==> src/design/cmr_pkg.sv <==
`timescale 1ns / 1ps
// ----------------------------------------------------------------------------
// CAN multi-frame reassembler package
// Shared constants, status codes, operation codes and request types.
// ----------------------------------------------------------------------------
package cmr_pkg;

  localparam int POOL_SLOTS        = 32;
  localparam int MAX_PAYLOAD_BYTES = 256;
  localparam int SLOT_TIMEOUT      = 5;
  localparam int WORD_BYTES        = 8;
  localparam int MAX_RESULTS       = 33;
  localparam int SLOT_W            = $clog2(POOL_SLOTS);
  localparam int CNT_W             = $clog2(POOL_SLOTS + 1);
  // First part index whose word would end beyond the payload limit.
  localparam int INDEX_LIMIT       = MAX_PAYLOAD_BYTES / WORD_BYTES;

  localparam logic [2:0] ST_REJECT = 3'd0;
  localparam logic [2:0] ST_ADDR   = 3'd1;
  localparam logic [2:0] ST_STORED = 3'd2;
  localparam logic [2:0] ST_WORD   = 3'd3;
  localparam logic [2:0] ST_ERROR  = 3'd4;
  localparam logic [2:0] ST_TICK   = 3'd5;
  localparam logic [2:0] ST_EXPIRE = 3'd6;

  typedef enum logic [2:0] {
    OP_REJECT,
    OP_ADDR,
    OP_TICK,
    OP_ERROR,
    OP_STORE,
    OP_SINGLE,
    OP_EMPTY_TAIL,
    OP_MULTI
  } op_t;

  // Classified request handed from the front to the back.
  typedef struct packed {
    op_t         op;
    logic [7:0]  src;
    logic [15:0] key;
    logic [7:0]  idx;
    logic [3:0]  cnt;
    logic        len_bad;
    logic [63:0] data;
  } entry_t;

  // One result item.
  typedef struct packed {
    logic [2:0]  status;
    logic [15:0] key;
    logic [7:0]  src;
    logic [63:0] data;
    logic [3:0]  bytes;
    logic        last;
  } result_t;

  // Keeps the lowest cnt bytes of a word.
  function automatic logic [63:0] byte_mask(input logic [3:0] cnt);
    logic [63:0] m;
    m = '0;
    for (int b = 0; b < WORD_BYTES; b++) begin
      if (4'(b) < cnt) begin
        m[b*8 +: 8] = 8'hFF;
      end
    end
    return m;
  endfunction

endpackage

==> src/design/cmr_ram.sv <==
`timescale 1ns / 1ps
// ----------------------------------------------------------------------------
// Generic RAM
// One write port and one read port with registered read data.
// ----------------------------------------------------------------------------
module cmr_ram #(
  parameter int WIDTH = 64,
  parameter int DEPTH = 32
) (
  input  logic                     clk,
  input  logic                     wr_en,
  input  logic [$clog2(DEPTH)-1:0] wr_addr,
  input  logic [WIDTH-1:0]         wr_data,
  input  logic                     rd_en,
  input  logic [$clog2(DEPTH)-1:0] rd_addr,
  output logic [WIDTH-1:0]         rd_data
);

  logic [WIDTH-1:0] mem_r [DEPTH];

  // Write and registered read.
  always_ff @(posedge clk) begin
    if (wr_en) begin
      mem_r[wr_addr] <= wr_data;
    end
    if (rd_en) begin
      rd_data <= mem_r[rd_addr];
    end
  end

endmodule

==> src/design/cmr_front.sv <==
`timescale 1ns / 1ps
// ----------------------------------------------------------------------------
// Reassembler front end
// Classifies each incoming frame or tick and queues it for the back end.
// ----------------------------------------------------------------------------
module cmr_front (
  input  logic            clk,
  input  logic            rst_n,
  input  logic [7:0]      own_addr,
  input  logic            in_valid,
  output logic            in_ready,
  input  logic            mode,
  input  logic            standard_id,
  input  logic            no_address_flag,
  input  logic [7:0]      sender_addr,
  input  logic [15:0]     msg_key,
  input  logic [7:0]      frame_index,
  input  logic            end_flag,
  input  logic [3:0]      byte_count,
  input  logic [63:0]     payload,
  output logic            q_valid,
  output cmr_pkg::entry_t q_data,
  input  logic            q_pop
);

  cmr_pkg::entry_t ent;
  cmr_pkg::entry_t fifo_r [2];
  logic            wr_ptr_r;
  logic            rd_ptr_r;
  logic [1:0]      count_r;
  logic            push;
  logic [3:0]      cnt_clamped;

  // Classification of the incoming request.
  always_comb begin
    cnt_clamped = (byte_count > 4'(cmr_pkg::WORD_BYTES)) ? 4'(cmr_pkg::WORD_BYTES)
                                                         : byte_count;
    ent         = '0;
    ent.src     = sender_addr;
    ent.key     = msg_key;
    ent.idx     = frame_index;
    ent.data    = payload;
    ent.cnt     = end_flag ? cnt_clamped : byte_count;
    ent.len_bad = ((16'(frame_index) << 3) + 16'(cnt_clamped)
                   > 16'(cmr_pkg::MAX_PAYLOAD_BYTES))
               || (16'(frame_index) + 16'd1 > 16'(cmr_pkg::MAX_RESULTS));
    if (mode) begin
      ent.op = cmr_pkg::OP_TICK;
    end else if (standard_id || no_address_flag) begin
      ent.op = cmr_pkg::OP_REJECT;
    end else if (sender_addr == 8'd0 || sender_addr == own_addr) begin
      ent.op = cmr_pkg::OP_ADDR;
    end else if (!end_flag) begin
      ent.op = (byte_count == 4'(cmr_pkg::WORD_BYTES)) ? cmr_pkg::OP_STORE
                                                       : cmr_pkg::OP_ERROR;
    end else if (frame_index == 8'd0) begin
      ent.op = cmr_pkg::OP_SINGLE;
    end else if (cnt_clamped == 4'd0) begin
      ent.op = cmr_pkg::OP_EMPTY_TAIL;
    end else begin
      ent.op = cmr_pkg::OP_MULTI;
    end
  end

  assign in_ready = (count_r != 2'd2);
  assign push     = in_valid && in_ready;
  assign q_valid  = (count_r != 2'd0);
  assign q_data   = fifo_r[rd_ptr_r];

  // Two-entry request queue.
  always_ff @(posedge clk) begin
    if (!rst_n) begin
      wr_ptr_r <= 1'b0;
      rd_ptr_r <= 1'b0;
      count_r  <= 2'd0;
    end else begin
      if (push) begin
        fifo_r[wr_ptr_r] <= ent;
        wr_ptr_r         <= ~wr_ptr_r;
      end
      if (q_pop) begin
        rd_ptr_r <= ~rd_ptr_r;
      end
      count_r <= count_r + 2'(push) - 2'(q_pop);
    end
  end

endmodule

==> src/design/cmr_back.sv <==
`timescale 1ns / 1ps
// ----------------------------------------------------------------------------
// Reassembler back end
// Owns the slot pool, carries out each request and drives the result register.
// ----------------------------------------------------------------------------
module cmr_back (
  input  logic             clk,
  input  logic             rst_n,
  input  logic             q_valid,
  input  cmr_pkg::entry_t  q_data,
  output logic             q_pop,
  output logic             res_valid,
  output cmr_pkg::result_t res,
  input  logic             res_ready
);

  localparam int N = cmr_pkg::POOL_SLOTS;

  typedef enum logic [3:0] {
    S_IDLE, S_EXEC, S_SCAN, S_CHECK, S_VERIFY, S_FAIL, S_RD, S_WORD, S_TAIL
  } state_t;

  state_t                      state_r;
  cmr_pkg::entry_t             cur_r;
  logic [N-1:0]                valid_r;
  logic [15:0]                 key_r   [N];
  logic [7:0]                  sidx_r  [N];
  logic [2:0]                  timer_r [N];
  logic [cmr_pkg::SLOT_W-1:0]  scan_r;
  logic [cmr_pkg::CNT_W-1:0]   count_r;
  logic                        bad_r;
  logic [7:0]                  part_r;
  logic                        res_valid_r;
  cmr_pkg::result_t            res_r;

  logic [N-1:0]                valid_nxt;
  logic                        res_valid_nxt;
  cmr_pkg::result_t            res_nxt;

  logic [N-1:0]                match;
  logic [N-1:0]                pmatch;
  logic [N-1:0]                valid_nd;
  logic [cmr_pkg::SLOT_W-1:0]  pslot;
  logic [cmr_pkg::SLOT_W-1:0]  free_slot;
  logic                        any_free;
  logic                        out_free;
  logic                        expired;
  logic [63:0]                 rd_data;
  logic                        ram_wr;
  logic                        last_part;

  // Per-slot key and part compares, first-part drop and free-slot search.
  always_comb begin
    pslot     = '0;
    free_slot = '0;
    any_free  = 1'b0;
    expired   = 1'b0;
    for (int i = 0; i < N; i++) begin
      match[i]    = valid_r[i] && (key_r[i] == cur_r.key);
      pmatch[i]   = match[i] && (sidx_r[i] == part_r);
      valid_nd[i] = valid_r[i] && !(match[i] && cur_r.idx == 8'd0);
      if (valid_r[i] && timer_r[i] == 3'd0) begin
        expired = 1'b1;
      end
    end
    for (int i = N - 1; i >= 0; i--) begin
      if (pmatch[i]) begin
        pslot = cmr_pkg::SLOT_W'(i);
      end
      if (!valid_nd[i]) begin
        free_slot = cmr_pkg::SLOT_W'(i);
        any_free  = 1'b1;
      end
    end
  end

  assign out_free  = !res_valid_r || res_ready;
  assign q_pop     = (state_r == S_IDLE) && q_valid;
  assign res_valid = res_valid_r;
  assign res       = res_r;
  assign last_part = (part_r == cur_r.idx - 8'd1);
  assign ram_wr    = (state_r == S_EXEC) && (cur_r.op == cmr_pkg::OP_STORE)
                  && out_free && any_free;

  cmr_ram #(.WIDTH(64), .DEPTH(N)) u_data_ram (
    .clk     (clk),
    .wr_en   (ram_wr),
    .wr_addr (free_slot),
    .wr_data (cur_r.data),
    .rd_en   (state_r == S_RD),
    .rd_addr (pslot),
    .rd_data (rd_data)
  );

  // Next pool valid bits and next result register.
  always_comb begin
    valid_nxt     = valid_r;
    res_nxt       = res_r;
    res_valid_nxt = res_valid_r && !res_ready;
    unique case (state_r)
      S_EXEC: begin
        if (out_free) begin
          res_nxt       = '0;
          res_nxt.last  = 1'b1;
          res_valid_nxt = 1'b1;
          case (cur_r.op)
            cmr_pkg::OP_TICK: begin
              res_nxt.status = expired ? cmr_pkg::ST_EXPIRE : cmr_pkg::ST_TICK;
              for (int i = 0; i < N; i++) begin
                if (valid_r[i] && timer_r[i] == 3'd0) begin
                  valid_nxt[i] = 1'b0;
                end
              end
            end
            cmr_pkg::OP_REJECT: res_nxt.status = cmr_pkg::ST_REJECT;
            cmr_pkg::OP_ADDR:   res_nxt.status = cmr_pkg::ST_ADDR;
            cmr_pkg::OP_STORE: begin
              res_nxt.key = cur_r.key;
              res_nxt.src = cur_r.src;
              valid_nxt   = valid_nd;
              if (any_free) begin
                res_nxt.status       = cmr_pkg::ST_STORED;
                valid_nxt[free_slot] = 1'b1;
              end else begin
                res_nxt.status = cmr_pkg::ST_ERROR;
              end
            end
            cmr_pkg::OP_SINGLE: begin
              valid_nxt      = valid_r & ~match;
              res_nxt.status = cmr_pkg::ST_WORD;
              res_nxt.key    = cur_r.key;
              res_nxt.src    = cur_r.src;
              res_nxt.data   = cur_r.data & cmr_pkg::byte_mask(cur_r.cnt);
              res_nxt.bytes  = cur_r.cnt;
              // An empty single frame only drops its key.
              if (cur_r.cnt == 4'd0) begin
                res_valid_nxt = 1'b0;
              end
            end
            default: begin
              // Middle part that is not a full word, or empty tail that also drops the key.
              if (cur_r.op == cmr_pkg::OP_EMPTY_TAIL) begin
                valid_nxt = valid_r & ~match;
              end
              res_nxt.status = cmr_pkg::ST_ERROR;
              res_nxt.key    = cur_r.key;
              res_nxt.src    = cur_r.src;
            end
          endcase
        end
      end
      S_FAIL: begin
        if (out_free) begin
          valid_nxt      = valid_r & ~match;
          res_nxt        = '0;
          res_nxt.status = cmr_pkg::ST_ERROR;
          res_nxt.key    = cur_r.key;
          res_nxt.src    = cur_r.src;
          res_nxt.last   = 1'b1;
          res_valid_nxt  = 1'b1;
        end
      end
      S_WORD: begin
        if (out_free) begin
          res_nxt.status = cmr_pkg::ST_WORD;
          res_nxt.key    = cur_r.key;
          res_nxt.src    = cur_r.src;
          res_nxt.data   = rd_data;
          res_nxt.bytes  = 4'(cmr_pkg::WORD_BYTES);
          res_nxt.last   = 1'b0;
          res_valid_nxt  = 1'b1;
        end
      end
      S_TAIL: begin
        if (out_free) begin
          valid_nxt      = valid_r & ~match;
          res_nxt.status = cmr_pkg::ST_WORD;
          res_nxt.key    = cur_r.key;
          res_nxt.src    = cur_r.src;
          res_nxt.data   = cur_r.data & cmr_pkg::byte_mask(cur_r.cnt);
          res_nxt.bytes  = cur_r.cnt;
          res_nxt.last   = 1'b1;
          res_valid_nxt  = 1'b1;
        end
      end
      default: begin
      end
    endcase
  end

  // Sequencer, slot fields and result register.
  always_ff @(posedge clk) begin
    if (!rst_n) begin
      state_r     <= S_IDLE;
      valid_r     <= '0;
      res_valid_r <= 1'b0;
    end else begin
      valid_r     <= valid_nxt;
      res_valid_r <= res_valid_nxt;
      res_r       <= res_nxt;
      unique case (state_r)
        S_IDLE: begin
          if (q_valid) begin
            cur_r   <= q_data;
            scan_r  <= '0;
            count_r <= '0;
            bad_r   <= q_data.len_bad;
            part_r  <= 8'd0;
            state_r <= (q_data.op == cmr_pkg::OP_MULTI) ? S_SCAN : S_EXEC;
          end
        end
        S_EXEC: begin
          if (out_free) begin
            state_r <= S_IDLE;
            if (cur_r.op == cmr_pkg::OP_TICK) begin
              for (int i = 0; i < N; i++) begin
                if (valid_r[i] && timer_r[i] != 3'd0) begin
                  timer_r[i] <= timer_r[i] - 3'd1;
                end
              end
            end else if (cur_r.op == cmr_pkg::OP_STORE && any_free) begin
              key_r[free_slot]  <= cur_r.key;
              sidx_r[free_slot] <= cur_r.idx;
              for (int i = 0; i < N; i++) begin
                if ((valid_nd[i] && match[i]) || free_slot == cmr_pkg::SLOT_W'(i)) begin
                  timer_r[i] <= 3'(cmr_pkg::SLOT_TIMEOUT);
                end
              end
            end
          end
        end
        S_SCAN: begin
          if (match[scan_r]) begin
            count_r <= count_r + cmr_pkg::CNT_W'(1);
            if (sidx_r[scan_r] >= cur_r.idx
                || 9'(sidx_r[scan_r]) >= 9'(cmr_pkg::INDEX_LIMIT)) begin
              bad_r <= 1'b1;
            end
          end
          scan_r <= scan_r + cmr_pkg::SLOT_W'(1);
          if (scan_r == cmr_pkg::SLOT_W'(N - 1)) begin
            state_r <= S_CHECK;
          end
        end
        S_CHECK: begin
          state_r <= (bad_r || 9'(count_r) != 9'(cur_r.idx)) ? S_FAIL : S_VERIFY;
        end
        S_VERIFY: begin
          // Every part index below the count must be present exactly once.
          if (!(|pmatch)) begin
            state_r <= S_FAIL;
          end else if (last_part) begin
            part_r  <= 8'd0;
            state_r <= S_RD;
          end else begin
            part_r <= part_r + 8'd1;
          end
        end
        S_FAIL: begin
          if (out_free) begin
            state_r <= S_IDLE;
          end
        end
        S_RD: begin
          state_r <= S_WORD;
        end
        S_WORD: begin
          if (out_free) begin
            part_r  <= part_r + 8'd1;
            state_r <= last_part ? S_TAIL : S_RD;
          end
        end
        S_TAIL: begin
          if (out_free) begin
            state_r <= S_IDLE;
          end
        end
        default: state_r <= S_IDLE;
      endcase
    end
  end

endmodule

==> src/design/can_multiframe_reassembler_core.sv <==
`timescale 1ns / 1ps
// A single-result request passes the front queue, is picked up by the back end,
// is executed and has its result registered. A multipart final frame is picked
// up, then every pool slot is scanned in turn, the scan is checked, each part
// index is verified, each stored word is read from the registered RAM and sent,
// and the tail is sent last. The back end takes one request at a time; two more queue.
// Reset (synchronous, active low) empties the pool and sets the own address to 1.
// ----------------------------------------------------------------------------
// CAN multi-frame reassembler core
// Reassembles multi-frame CAN messages from a keyed pool of stored parts.
// ----------------------------------------------------------------------------
module can_multiframe_reassembler_core (
  input  logic         clk,
  input  logic         rst_n,
  input  logic         cfg_wr_en,
  input  logic [7:0]   cfg_wr_data,
  input  logic         in_tvalid,
  output logic         in_tready,
  // standard_id, no_address_flag, src_address, msg_key, frame_index,
  // byte_count, payload, zero pad
  input  logic [103:0] in_tdata,
  input  logic         in_tuser,   // mode
  input  logic         in_tlast,   // end_flag
  output logic         out_tvalid,
  input  logic         out_tready,
  // packet_key, packet_source, word_data, word_bytes, zero pad
  output logic [95:0]  out_tdata,
  output logic [2:0]   out_tuser,  // status
  output logic         out_tlast   // last
);

  logic [7:0]       own_addr_r;
  logic             q_valid;
  logic             q_pop;
  cmr_pkg::entry_t  q_data;
  cmr_pkg::result_t res;

  // Own address register.
  always_ff @(posedge clk) begin
    if (!rst_n) begin
      own_addr_r <= 8'd1;
    end else if (cfg_wr_en) begin
      own_addr_r <= cfg_wr_data;
    end
  end

  cmr_front u_front (
    .clk             (clk),
    .rst_n           (rst_n),
    .own_addr        (own_addr_r),
    .in_valid        (in_tvalid),
    .in_ready        (in_tready),
    .mode            (in_tuser),
    .standard_id     (in_tdata[0]),
    .no_address_flag (in_tdata[1]),
    .sender_addr     (in_tdata[9:2]),
    .msg_key         (in_tdata[25:10]),
    .frame_index     (in_tdata[33:26]),
    .end_flag        (in_tlast),
    .byte_count      (in_tdata[37:34]),
    .payload         (in_tdata[101:38]),
    .q_valid         (q_valid),
    .q_data          (q_data),
    .q_pop           (q_pop)
  );

  cmr_back u_back (
    .clk       (clk),
    .rst_n     (rst_n),
    .q_valid   (q_valid),
    .q_data    (q_data),
    .q_pop     (q_pop),
    .res_valid (out_tvalid),
    .res       (res),
    .res_ready (out_tready)
  );

  // Result packing.
  assign out_tdata = {4'd0, res.bytes, res.data, res.src, res.key};
  assign out_tuser = res.status;
  assign out_tlast = res.last;

endmodule
==> config.mk <==
export PLATFORM = sky130hd
export DESIGN_NAME = can_multiframe_reassembler_core
export DESIGN_NICKNAME = d
export VERILOG_FILES = /design/src/design/cmr_pkg.sv /design/src/design/cmr_ram.sv /design/src/design/cmr_front.sv /design/src/design/cmr_back.sv /design/src/design/can_multiframe_reassembler_core.sv
export SDC_FILE = /design/constraint.sdc
export NUM_CORES = 2
export LEC_CHECK = 0
export ABC_AREA = 1
export BUFFER_PORTS_ARGS = -buffer_cell sky130_fd_sc_hd__buf_2
export CAP_MARGIN = 25
export CORE_MARGIN = 5
export CORE_UTILIZATION = 50
export CTS_BUF_LIST = sky130_fd_sc_hd__clkbuf_8
export CTS_CLUSTER_SIZE = 16
export DETAILED_ROUTE_END_ITERATION = 6
export GPL_ROUTABILITY_DRIVEN = 0
export PLACE_DENSITY = 0.72
export SYNTH_ARGS = -nofsm -noshare
export SYNTH_HDL_FRONTEND = slang
export SYNTH_SLANG_ARGS = --single-unit
export TNS_END_PERCENT = 10
==> constraint.sdc <==
create_clock -name clk -period 8.9 [get_ports clk]
set_input_delay 1.335 -clock clk [delete_from_list [all_inputs] [get_ports clk]]
set_output_delay 1.335 -clock clk [all_outputs]
set_load 0.01 [all_outputs]
==> impl_metrics.ini <==
[status]
status = completed

[cts]
numCtsBuffers = 565
cts_post_setup_buffers_inserted = 0
cts_hold_buf = 0
clkTransAtPathRegs_ns = 0.06
insertion_delay_ns = 1.16
cts_max_level = 6
clockBufferDepth = 4
ctsRootBufferMaster = clkbuf_8
clock-sinks = 3458
cts_tree = built
cts_resized = 0

[sta]
drv_slew = 0
slew_headroom = 0.201
worst_slew_pin_slew_ns = 1.20
rsz0062_at_grt = no
min_period_ns = 7.18
tns_ns = 0
post-route-period-util = 0.806
skew_ns = 0.0873
hold_slack_ns = 0.368
setup-violations-final = 0
hold_viol_final = 0
fmax_ghz = 0.139

[logic_synthesis]
syn-mean-instance-area_um2 = 11.8
syn_area_mm2 = 0.148
synth_edf_count = 3352
async_flop_share = 0
synth_seq_cells = 3458
yosysMostFrequentCell = edfxtp_1
syn-instance-count = 12500
ys.flop_type = edfxtp_1
ys_seq_area_frac = 0.696
yosys-top-cells-area = edfxtp_1 (68%), nand3_1 (11%), nand2_1 (5.8%), xnor2_1 (2.4%), xor2_1 (1.8%)
synth.distinct_cells = 55
synth_warnings = 0
synth_commonest_cells = edfxtp_1 (3352), nand3_1 (3102), nand2_1 (2289), nor2_1 (532), inv_1 (464)
yosys.area.top_type = edfxtp_1
synth_top_area_frac = 0.682

[pwr]
ir_worst_vdd_uv = 196
total_power_mw = 37.3
p_leak_nw = 58.4
p_per_area_mw_per_mm2 = 227

[global_routing]
grt_antenna_before_repair = 36
grt_pass1_wl_mm = 620
grt_overflow_total = 0
grt_max_degree = 188
grt_pass1_vias = 98000
grt_use_total = 0.267

[worst_setup_path]
crit_path_end_kind = register
cp_num_buf_inv = 2
crit_path_top_delay_cell = nor3_1
max_stage_delay_ns = 0.80
path_common_cell = nand2_1
rr_endpoint = u_back.u_data_ram.rd_data[50]$_DFFE_PN_
cp_data_arrival_time_ns = 8.17
rrSetupSlack_ns = 1.72
cp-start-kind = register
cp_max_fo = 94
worstRegToRegCells = 41
r2r-start = u_back.part_r[5]$_DFFE_PP_
cp.required_ns = 9.89
path_class = reg2reg
critPathTopFamily = simple AND/OR/NAND/NOR gates

[route]
drt_first_pass_iters = 7
antenna_left = 0
drc = 0
viasPerCell = 5.98
drt_wl_total_mm = 423
vias = 102000
first_iter_violations = 15000
wire_per_inst_um = 24.7

[layout]
ff_latch_area_mm2 = 0.103
drive_gt1_frac = 0.104
final_core_utilization = 0.559
fill_cells = 23600
multi_input_area_mm2 = 0.0399
finalNetCount = 13000
areaGrowthSynthToFinish_pct = 11.4

[floorplan]
fp.dieW_um = 553
start_util = 0.502
die_h_um = 553
row_count = 199
dieArea_mm2 = 0.306
io_pins = 221
coreArea_mm2 = 0.294

[hold_path]
hold_path.class = in2reg
hp-start = in_tdata[21]
holdPathStages = 1
hold_end = u_front.fifo_r[1][88]$_DFFE_PP_

[placed_design]
dp.final_hpwl_mm = 232
io_buffers = 214

[flow_run]
drv_cap = 0
[worst register-to-register path: cells and delay by family, from the launching register on]
kind	cells	cell delay, ns
simple gates	39	5.45
buf+inv	2	1.03
flops	1	0.65
[metrics by stage]
step	instances	area, µm²	setup WS, ns
2_1_floorplan	12500	148000	0.159
3_3_place_gp	16100	154000	2.00
3_5_place_dp	16100	154000	2.06
4_1_cts	17100	164000	1.99
5_1_grt	17100	164000	1.38
6_report	17100	164000	1.72
[where the power goes]
part	internal (mW)	leakage, nW	switching [mW]	total [mW]
logic	1.45	21.4	3.75	5.21
clock network	6.25	5.82	6.32	12.6
registers	19.0	31.1	0.580	19.6
[layout make-up]
type                            count  share of cell area
Sequential cell                  3458               0.625
Timing Repair Buffer              559              0.0306
Antenna cell                        7            0.000106
Tap cell                         3919              0.0298
Inverter                          483              0.0112
Multi-Input combinational cell   7741               0.243
Clock inverter                    390              0.0122
Clock buffer                      582              0.0487
[worst max-delay path by stage]
stage	startpoint	end	slack (ns)	cells after the start
final	u_back.part_r[5]$_DFFE_PP_	u_back.u_data_ram.rd_data[50]$_DFFE_PN_	1.72	41
after detailed placement	u_back.cur_r[78]$_DFFE_PP_	u_back.u_data_ram.rd_data[20]$_DFFE_PN_	2.06	35
after global placement	u_back.cur_r[69]$_DFFE_PP_	u_back.u_data_ram.mem_r[16][46]$_DFFE_PP_	2.00	39
after floorplan	u_back.cur_r[87]$_DFFE_PP_	u_back.u_data_ram.mem_r[9][0]$_DFFE_PP_	0.16	18
after CTS	u_back.cur_r[78]$_DFFE_PP_	u_back.u_data_ram.rd_data[20]$_DFFE_PN_	1.99	35
after global routing	u_back.cur_r[81]$_DFFE_PP_	u_back.u_data_ram.rd_data[50]$_DFFE_PN_	1.38	41
[registers in the layout (all words and copies together), names as in the netlist, 32 cells and up, named ones only]
| register | flops |
|---|---|
| u_back.cur_r | 103 |
| u_back.sidx_r | 256 |
| u_back.valid_r | 32 |
| u_back.u_data_ram.rd_data | 64 |
| u_back.key_r | 512 |
| u_back.timer_r | 96 |
| u_front.fifo_r | 208 |
| u_back.res | 96 |
| u_back.u_data_ram.mem_r | 2048 |
[layer usage]
layer / track usage / wire length, µm / up-vias
met5: 0 / 190 / -
met4: 0.121 / 21400 / 30
met3: 0.0642 / 52300 / 1198
met2: 0.410 / 190000 / 6564
met1: 0.361 / 159000 / 49400
li1: - / - / 45300
[cell families (layout without fill, tap and decap cells)]
kind of cell               after synthesis  in the layout  synth area share
adders and majority gates               82             82           0.00695
and+or+nand+nor                       6318           6318             0.193
DFF                                   3458           3458             0.696
AOI/OAI and AO/OA                      642            642            0.0249
buffers and inverters                 1283           2014            0.0376
xor gates and xnor gates               695            695            0.0412
other                                    1             11         0.0000254
[layout by cell type, fill, tap and decap left out, types with 8 or more instances in the layout]
cell type	count
clkbuf_8	582
a21oi_1	94
o221ai_1	42
buf_12	83
o21ai_1	11
nor3_2	31
clkinv_8	8
inv_8	14
ha_1	82
dfxtp_1	104
inv_1	655
nand4_1	134
o22ai_1	17
clkinvlp_4	10
nor4_1	86
nor2_4	37
o2111ai_1	8
a211oi_1	19
nor2_1	492
nor3_1	55
inv_6	21
clkinv_2	30
buf_16	15
o21ai_0	366
xnor2_1	398
or4_1	8
inv_2	8
or2_2	50
o211ai_1	10
nand3_1	3101
buf_2	215
a31oi_1	25
and3b_1	8
clkinv_1	116
edfxtp_1	3352
xor2_1	297
nand2_1	2289
buf_4	237
Power figures use the tool's default switching activity.
